**src/rtl/wmad_pkg.sv**
```systemverilog
// Shared types and constants for the window max absolute difference monitor.
`timescale 1ns / 1ps
`default_nettype none
package wmad_pkg;

  localparam int SAMPLE_W = 30;
  localparam int DIFF_W   = 30;
  localparam int RESULT_W = 31;

  localparam logic [RESULT_W-1:0] NOT_SETTLED = 31'h7fff_ffff;

  typedef struct packed {
    logic              token;
    logic [DIFF_W-1:0] best;
  } sweep_link_t;

endpackage
`default_nettype wire

```
**src/rtl/window_max_abs_difference_core.sv**
```systemverilog
// Top level of the window max absolute difference stability monitor.
// Usage:
//   Input channel (in_valid / in_stall): in_action = 0 feeds in_sample, a
//   30-bit signed delay measurement; in_action = 1 restarts the history and
//   gives no result. Output channel (out_valid / out_stall): one result per
//   feed, out_max_difference and out_settled.
//   A settled feed waits for the sweep token to pass once through the
//   WINDOW - 1 cells of the chain; a feed before warmup skips the sweep.
//   One feed is in flight at a time: a new feed is taken only once the last
//   result has gone to the output register; in_stall is high while a feed
//   is in progress.
//   Reset: fill count and control clear; stored samples and differences are
//   left as they are and are rewritten before use.
//   When the receiver stalls, the result holds on the output register and the
//   finished next result waits until the register frees up.
`timescale 1ns / 1ps
`default_nettype none
module window_max_abs_difference_core #(
  parameter int RING_DEPTH = 16,
  parameter int WINDOW     = 8,
  parameter int WARMUP     = 4
) (
  input  wire logic                            clk,
  input  wire logic                            rst_n,
  input  wire logic                            in_valid,
  output logic                                 in_stall,
  input  wire logic                            in_action,
  input  wire logic signed [wmad_pkg::SAMPLE_W-1:0] in_sample,
  output logic                                 out_valid,
  input  wire logic                            out_stall,
  output logic [wmad_pkg::RESULT_W-1:0]        out_max_difference,
  output logic                                 out_settled
);
  import wmad_pkg::*;

  localparam int CW    = $clog2(RING_DEPTH);
  localparam int NCELL = WINDOW - 1;
  localparam logic [CW-1:0] COUNT_MAX = CW'(RING_DEPTH - 1);

  typedef enum logic [1:0] {ST_IDLE, ST_CALC, ST_SWEEP, ST_HOLD} state_t;

  state_t                state_r;
  logic [CW-1:0]         count_r;
  logic [CW-1:0]         snap_r;
  logic [SAMPLE_W-1:0]   sample_r;
  logic [SAMPLE_W-1:0]   prev_r;
  logic                  go_r;
  logic [RESULT_W-1:0]   res_max_r;
  logic                  res_settled_r;
  logic                  out_valid_r;
  logic [RESULT_W-1:0]   out_max_r;
  logic                  out_settled_r;

  logic                  in_acc;
  logic                  out_free;
  logic                  settled;
  logic                  shift_en;
  logic [SAMPLE_W:0]     diff_s;
  logic [SAMPLE_W:0]     diff_abs;
  logic [DIFF_W-1:0]     mag;

  sweep_link_t           link [NCELL+1];
  logic [DIFF_W-1:0]     diff_q [NCELL];

  assign in_stall = (state_r != ST_IDLE);
  assign in_acc   = in_valid && !in_stall;
  assign out_free = !out_valid_r || !out_stall;
  assign settled  = 32'(snap_r) >= 32'(WARMUP);
  assign shift_en = (state_r == ST_CALC);

  assign diff_s   = {sample_r[SAMPLE_W-1], sample_r} - {prev_r[SAMPLE_W-1], prev_r};
  assign diff_abs = diff_s[SAMPLE_W] ? (~diff_s + 1'b1) : diff_s;
  assign mag      = (snap_r == '0) ? '0 : diff_abs[DIFF_W-1:0];

  assign link[0] = '{token: go_r, best: '0};

  for (genvar j = 0; j < NCELL; j++) begin : g_cell
    logic [DIFF_W-1:0] cell_in;
    if (j == 0) begin : g_head
      assign cell_in = mag;
    end else begin : g_body
      assign cell_in = diff_q[j-1];
    end
    wmad_cell #(
      .IDX (j),
      .CW  (CW)
    ) u_cell (
      .clk      (clk),
      .rst_n    (rst_n),
      .shift_en (shift_en),
      .shift_in (cell_in),
      .count    (snap_r),
      .link_in  (link[j]),
      .diff_q   (diff_q[j]),
      .link_out (link[j+1])
    );
  end

  always_ff @(posedge clk) begin
    if (!rst_n) begin
      state_r     <= ST_IDLE;
      count_r     <= '0;
      go_r        <= 1'b0;
      out_valid_r <= 1'b0;
    end else begin
      go_r <= (state_r == ST_CALC) && settled;
      if (out_valid_r && !out_stall && (state_r != ST_HOLD)) begin
        out_valid_r <= 1'b0;
      end
      case (state_r)
        ST_IDLE: begin
          if (in_acc) begin
            if (in_action) begin
              count_r <= '0;
            end else begin
              sample_r <= in_sample;
              snap_r   <= count_r;
              state_r  <= ST_CALC;
            end
          end
        end
        ST_CALC: begin
          prev_r <= sample_r;
          if (count_r < COUNT_MAX) begin
            count_r <= count_r + 1'b1;
          end
          if (settled) begin
            state_r <= ST_SWEEP;
          end else begin
            res_max_r     <= NOT_SETTLED;
            res_settled_r <= 1'b0;
            state_r       <= ST_HOLD;
          end
        end
        ST_SWEEP: begin
          if (link[NCELL].token) begin
            res_max_r     <= {1'b0, link[NCELL].best};
            res_settled_r <= 1'b1;
            state_r       <= ST_HOLD;
          end
        end
        ST_HOLD: begin
          if (out_free) begin
            out_valid_r   <= 1'b1;
            out_max_r     <= res_max_r;
            out_settled_r <= res_settled_r;
            state_r       <= ST_IDLE;
          end
        end
        default: begin
          state_r <= ST_IDLE;
        end
      endcase
    end
  end

  assign out_valid          = out_valid_r;
  assign out_max_difference = out_max_r;
  assign out_settled        = out_settled_r;

endmodule
`default_nettype wire

```
**src/rtl/wmad_cell.sv**
```systemverilog
// One cell of the difference chain: holds one stored difference and folds it into the sweep.
`timescale 1ns / 1ps
`default_nettype none
module wmad_cell #(
  parameter int IDX = 0,
  parameter int CW  = 4
) (
  input  wire logic                      clk,
  input  wire logic                      rst_n,
  input  wire logic                      shift_en,
  input  wire logic [wmad_pkg::DIFF_W-1:0] shift_in,
  input  wire logic [CW-1:0]             count,
  input  wire wmad_pkg::sweep_link_t     link_in,
  output logic [wmad_pkg::DIFF_W-1:0]    diff_q,
  output wmad_pkg::sweep_link_t          link_out
);
  import wmad_pkg::*;

  logic [DIFF_W-1:0] diff_r;
  logic [DIFF_W-1:0] best_r;
  logic              token_r;
  logic              in_window;

  assign in_window = 32'(IDX) < 32'(count);

  always_ff @(posedge clk) begin
    if (shift_en) begin
      diff_r <= shift_in;
    end
    if (in_window && (diff_r > link_in.best)) begin
      best_r <= diff_r;
    end else begin
      best_r <= link_in.best;
    end
    if (!rst_n) begin
      token_r <= 1'b0;
    end else begin
      token_r <= link_in.token;
    end
  end

  assign diff_q   = diff_r;
  assign link_out = '{token: token_r, best: best_r};

endmodule
`default_nettype wire

```
**config.mk**
```make
export PLATFORM = sky130hd
export DESIGN_NAME = window_max_abs_difference_core
export DESIGN_NICKNAME = d
export VERILOG_FILES = /design/src/rtl/wmad_pkg.sv /design/src/rtl/window_max_abs_difference_core.sv /design/src/rtl/wmad_cell.sv
export SDC_FILE = /design/constraint.sdc
export NUM_CORES = 1
export LEC_CHECK = 0
export BUFFER_PORTS_ARGS = -buffer_cell sky130_fd_sc_hd__buf_2
export CAP_MARGIN = 25
export CORE_MARGIN = 2
export CORE_UTILIZATION = 62
export DETAILED_ROUTE_END_ITERATION = 8
export GPL_ROUTABILITY_DRIVEN = 0
export PLACE_DENSITY_LB_ADDON = 0.25
export SLEW_MARGIN = 20
export SYNTH_ARGS = -nofsm -noshare
export SYNTH_HDL_FRONTEND = slang
export SYNTH_SLANG_ARGS = --single-unit
```
**constraint.sdc**
```tcl
create_clock -name clk -period 12.3 [get_ports clk]
set_input_delay 0.615 -clock clk [delete_from_list [all_inputs] [get_ports clk]]
set_output_delay 0.615 -clock clk [all_outputs]
set_load 0.05 [all_outputs]
```
After elaboration in Yosys (flattened, before gate mapping):

Cells that the tools add are included.

* muxes and demuxes: 26
* eq/ne operators: 11
* $lt $le $gt $ge: 16
* reductions and logical operators: 26
* add/sub/neg operators: 3
* bitwise logic cells: 2

Operator list (number)
* 30-bit 2-to-1 mux: 7
* 30-bit > comparator: 6
* 31-bit 2-to-1 mux: 2
* 31-bit one-hot mux with 2 select lines: 1
* 30-bit by 30-bit subtractor with 31-bit output: 1
* 30-bit by 1-bit adder with 30-bit output, second input constant: 1
* 30-bit by 1-bit > comparator with 1-bit output, second input constant: 1
* 30-bit NOT: 1
* 4-bit AND reduction: 4
* 2-bit != test, second input constant: 7
* 3-bit by 4-bit less-than comparator with 1-bit output, first input constant: 3
* 4-bit 2-to-1 mux: 3
* 1-bit logical AND: 11
* 1-bit by 4-bit less-than comparator with 1-bit output, first input constant: 2
* 2-bit by 4-bit less-than comparator with 1-bit output, first input constant: 2
* 2-bit 2-to-1 mux: 4
* 2-bit one-hot mux with 4 select lines: 1
* 4-bit one-hot mux with 2 select lines: 1
* 1-bit 2-to-1 mux: 6
* 2-bit nonzero test: 3
* 4-bit by 1-bit adder with 4-bit output, second input constant: 1
* 2-bit equality test, second input constant: 2
* 4-bit by 3-bit >= comparator with 1-bit output, second input constant: 1
* 4-bit zero test: 1
* 10 further kinds: 12

* word-level logic and storage cells: 116
* output and inout port bits: 34
* flip-flop bits (word level): 563
* input port bits: 35

Logic depth before layout (Yosys ltp):

* depth after elaboration: 6
* gate-level depth with buffers: 14
* gate-level depth less buffers: 13

Cells and area by module:

Synthesis repeated with hierarchy kept, for this count alone.

* cell total of the unflattened synthesis: 2106
* area total of the unflattened synthesis: 26689.3 µm²

Modules (own cells, without submodules)
* window_max_abs_difference_core: cells each 659, seq. area each 4003.8 µm², area each 7312.0 µm², instances 1
* wmad_cell at g_cell[2].u_cell: cells each 206, seq. area each 1521.5 µm², area each 2808.9 µm², instances 1
* wmad_cell at g_cell[0].u_cell: cells each 206, seq. area each 1521.5 µm², area each 2807.7 µm², instances 1
* wmad_cell at g_cell[1].u_cell: cells each 205, seq. area each 1521.5 µm², area each 2805.2 µm², instances 1
* wmad_cell at g_cell[4].u_cell: cells each 206, seq. area each 1521.5 µm², area each 2796.4 µm², instances 1
* wmad_cell at g_cell[3].u_cell: cells each 208, seq. area each 1521.5 µm², area each 2780.2 µm², instances 1
* wmad_cell at g_cell[6].u_cell: cells each 208, seq. area each 1521.5 µm², area each 2690.1 µm², instances 1
* wmad_cell at g_cell[5].u_cell: cells each 208, seq. area each 1521.5 µm², area each 2688.8 µm², instances 1

Least setup slack after synthesis:

No wires, ideal clock.

* kind: register to register
* from: register state_r[1]
* to: register res_max_r[0], enable pin
* data arrival time: 8556 ps
* period minus slack after synthesis: 9470 ps
* data required time: 11386 ps
* setup slack: 2830 ps
* cell stages (with the launch flop): 4
* cell sequence: dfxtp_1 > inv_1 > ha_1 > a21oi_1

* longest elaborated chain between the ends: 3
* elaborated cells on any way between the ends: 6

Ends and longest elaborated chain
* start, declared: RTL line window_max_abs_difference_core.sv:42 `state_t state_r;`
* start signal, assigned: RTL line window_max_abs_difference_core.sv:101 `state_r <= ST_IDLE;`
* start signal, assigned: RTL line window_max_abs_difference_core.sv:118 `state_r <= ST_CALC;`
* start signal, assigned: RTL line window_max_abs_difference_core.sv:128 `state_r <= ST_SWEEP;`
* 2-bit by 1-bit equality test with 1-bit output or 2-bit equality test (tied branches): RTL line window_max_abs_difference_core.sv:110 `case (state_r)`
* 2-bit != test (no source line) (tied with other cells)
* 4-bit AND reduction (no source line) *
* end signal, assigned: RTL line window_max_abs_difference_core.sv:137 `res_max_r <= {1'b0, link[NCELL].best};`
* end, declared: RTL line window_max_abs_difference_core.sv:48 `logic [RESULT_W-1:0] res_max_r;`

Every way passes the cells marked *; elsewhere a longest branch is shown, timed or not.
A chain may end at the register's enable or synchronous reset.

Worst setup path in the final report:

* from: register sample_r[0]
* to: register g_cell[0].u_cell.diff_r[29], data pin

* longest elaborated chain between the ends: 4

Ends and longest elaborated chain
* start, declared: RTL line window_max_abs_difference_core.sv:45 `logic [SAMPLE_W-1:0] sample_r;`
* start signal, assigned: RTL line window_max_abs_difference_core.sv:116 `sample_r <= in_sample;`
* 30-bit by 30-bit subtractor with 31-bit output *: RTL line window_max_abs_difference_core.sv:71 `assign diff_s = {sample_r[SAMPLE_W-1], sample_r} - {prev_r[SAMPLE_W-1], prev_r};`
* 30-bit NOT: RTL line window_max_abs_difference_core.sv:72 `assign diff_abs = diff_s[SAMPLE_W] ? (~diff_s + 1'b1) : diff_s;`
* 30-bit by 1-bit adder with 30-bit output: RTL line window_max_abs_difference_core.sv:72
* 30-bit 2-to-1 mux *: RTL line window_max_abs_difference_core.sv:72
* end signal, assigned: RTL line wmad_cell.sv:28 `diff_r <= shift_in;`
* end, declared: RTL line wmad_cell.sv:19 `logic [DIFF_W-1:0] diff_r;`

Marks and branches as above.

==> flow_summary.json <==
{
  "status": "completed",
  "antenna_found_initial": 0,
  "grt_usage": 0.202,
  "period_minus_slack_ns": 4.55,
  "ys_seq_elements": 563,
  "drt_iter0_drc": 538,
  "ys.flop_type": "edfxtp_1",
  "drtAntennaViolNets": 0,
  "grt_pass1_vias": 15000,
  "tightestPinTransition_ns": 1.13,
  "final-hold-violation-count": 0,
  "start_util": 0.629,
  "critPathArrivalTime_ns": 5.02,
  "grt_max_degree": 85,
  "grt-ovfl-total": 0,
  "rows": 73,
  "synth_edf_count": 338,
  "drive_gt1_frac": 0.178,
  "synthArstFlopShare": 0,
  "crit_path_end_kind": "flip-flop",
  "finalPower_mw": 7.46,
  "via_per_inst": 5.51,
  "drc": 0,
  "final_core_util": 0.705,
  "numCtsBuffers": 55,
  "worst_ir_drop_vdd_mv": 0.185,
  "die_x_um": 205,
  "cellLeakagePower_nw": 11.6,
  "slew_headroom": 0.239,
  "dr.pass1.iters": 5,
  "hold_buffers": 0,
  "final.setup.tns_ns": 0,
  "finalCritPeriodShare": 0.370,
  "required_ns": 12.77,
  "ys_seq_area_frac": 0.585,
  "synthDistinctLibCells": 65,
  "cts_resized": 0,
  "powerDensity_mw_per_mm2": 266,
  "h-tree-depth": 2,
  "cts_tree": "built",
  "diodes": 0,
  "rrSetupSlack_ns": 7.75,
  "clockBufferDepth": 3,
  "synth_cells": 1989,
  "synth_nets": 2241,
  "via_count": 14700,
  "skew_ns": 0.0211,
  "avgSynthCellArea_um2": 12.6,
  "yosys_warnings": 0,
  "totalWireLength_um": 41700,
  "cts_setup_buffers": 0,
  "path_max_fanout": 6,
  "area_growth_pct": 12.1,
  "cts-root-buf": "clkbuf_16",
  "critPathKind": "reg -> reg",
  "crit_path_start_kind": "flip-flop",
  "fin_nets": 2341,
  "max_freq_ghz": 0.220,
  "buffer_ports.inserted": 68,
  "setup_viol": 0,
  "rsz0062_at_grt": "false",
  "clkLatencyLatePin_ns": 0.61,
  "dieHeight_um": 205,
  "maxCapViolCount": 0,
  "path_clk_slew_ns": 0.06,
  "syn_area_mm2": 0.0250,
  "core_mm2": 0.0398,
  "num_io_pins": 69,
  "cts_sinks": 563,
  "dp_hpwl_um": 29700,
  "die_area_mm2": 0.0420,
  "grt_pass1_wl_um": 69200,
  "drv_slew": 0,
  "wl_per_cell_um": 15.7,
  "hp-class": "in -> reg"
}
[kinds of logic (layout without fill, tap and decap cells)]
group,after synthesis,after routing,share of synthesized area
flops,563,563,0.585
simple gates,386,386,0.0835
compound gates,337,337,0.0881
buf+inv,270,417,0.0409
fa+ha+maj,217,217,0.109
mux,182,182,0.0818
xor+xnor,34,34,0.0119
[final timing paths]
path	startpoint	end	depth (start not counted)
min	in_sample[6]	sample_r[6]$_DFFE_PP_	1
max	sample_r[0]$_DFFE_PP_	g_cell[0].u_cell.diff_q[29]$_SDFFCE_PN0P_	13
min reg2reg	res_max_r[12]$_SDFFCE_PN1P_	out_max_difference[12]$_DFFE_PP_	0
max reg2reg	sample_r[0]$_DFFE_PP_	g_cell[0].u_cell.diff_q[29]$_SDFFCE_PN0P_	13
[metal layers]
metal / track usage / vias up / wire length, um
met4: 0.0940 / 0 / 1650
met3: 0.0299 / 110 / 1410
met5: 0 / - / 0
li1: - / 7409 / -
met1: 0.219 / 6874 / 16500
met2: 0.385 / 261 / 22000
[flip-flops by register name, summed over array words and instances, names as in the netlist]
signal,flops
prev_r,30
g_cell.u_cell.best_r,210
g_cell.u_cell.token_r,7
res_settled_r,1
snap_r,4
g_cell.u_cell.diff_q,210
out_valid,1
out_settled,1
state_r,2
res_max_r,31
sample_r,30
go_r,1
count_r,4
out_max_difference,31
[final cells by class]
| cell class | instances | area [um2] |
|---|---|---|
| clock inverter | 32 | 394 |
| clock buffer | 72 | 1550 |
| multi-input combinational | 1156 | 9470 |
| inverter | 229 | 860 |
| sequential | 563 | 14700 |
| tap | 525 | 657 |
| fill | 2681 | 11800 |
| timing repair buffer | 84 | 484 |
[critical path, stage by stage (launching register included)]
cell and delay [ns]:
edfxtp_1 0.34, inv_1 0.05, ha_1 0.21, fa_1 0.42
nand2b_1 0.21, a21o_1 0.21, a211oi_1 0.54, o311a_1 0.36
nor2_1 0.07, a311oi_1 0.42, or4b_2 0.67, o31a_1 0.32
or4_1 0.52, nand2_1 0.09
[where the power goes]
group | leakage (nW) | internal (mW) | switching, mW
combinational | 5.70 | 1.21 | 1.31
clock | 0.951 | 1.05 | 0.701
sequential | 4.95 | 2.85 | 0.347
total | 11.6 | 5.10 | 2.35
[cell usage in the layout (no fill, tap or decap), types with 17 or more instances in the layout]
| cell type | count |
|---|---|
| edfxtp_1 | 338 |
| inv_1 | 229 |
| dfxtp_1 | 225 |
| ha_1 | 215 |
| mux2_2 | 181 |
| nor2_1 | 83 |
| a21oi_1 | 79 |
| a21o_1 | 77 |
| buf_2 | 68 |
| o21ai_0 | 66 |
| clkbuf_16 | 58 |
| nand4_1 | 49 |
| nand2_1 | 48 |
| and2_1 | 43 |
| nand2b_1 | 42 |
| o21a_1 | 27 |
| nor2b_1 | 26 |
| nor4_1 | 22 |
| xor2_1 | 20 |
| nand3_1 | 17 |
[cell usage after synthesis (4+ instances only)]
| master | number | share of area |
|---|---|---|
| a211oi_1 | 12 | 0.0036 |
| mux2_2 | 181 | 0.081 |
| o31ai_1 | 11 | 0.0033 |
| ha_1 | 216 | 0.11 |
| nand4_1 | 49 | 0.012 |
| a21oi_1 | 81 | 0.016 |
| nand2_1 | 48 | 0.0072 |
| a21o_1 | 77 | 0.023 |
| and3_1 | 4 | 0.0010 |
| o21a_1 | 27 | 0.0081 |
| dfxtp_1 | 225 | 0.18 |
| or4_1 | 4 | 0.0012 |
| and2_1 | 43 | 0.011 |
| clkbuf_1 | 38 | 0.0057 |
| xor2_1 | 20 | 0.0070 |
| a21boi_0 | 5 | 0.0015 |
| o21bai_1 | 4 | 0.0012 |
| a31oi_1 | 7 | 0.0017 |
| nand3_1 | 17 | 0.0034 |
| o211ai_1 | 9 | 0.0027 |
| nand2b_1 | 42 | 0.010 |
| nor2b_1 | 26 | 0.0065 |
| inv_1 | 229 | 0.034 |
| o31a_1 | 8 | 0.0028 |
| or3_1 | 14 | 0.0035 |
| nor4_1 | 22 | 0.0055 |
| or2_2 | 5 | 0.0012 |
| o21ai_0 | 66 | 0.013 |
| xnor2_1 | 14 | 0.0049 |
| nor3_1 | 15 | 0.0030 |
| edfxtp_1 | 338 | 0.41 |
| nor2_1 | 83 | 0.012 |
[stage by stage]
| stage | instances | setup slack, ns | area, um2 | hold slack (ns) |
|---|---|---|---|---|
| 2_1_floorplan | 1989 | 2.83 | 25000 | 0.400 |
| 3_3_place_gp | 2554 | 7.94 | 26100 | 0.401 |
| 3_5_place_dp | 2555 | 7.79 | 26100 | 0.407 |
| 4_1_cts | 2659 | 7.76 | 28000 | 0.147 |
| 5_1_grt | 2661 | 7.56 | 28100 | 0.156 |
| 6_report | 2661 | 7.75 | 28100 | 0.186 |
(Power assumes the default switching activity.)
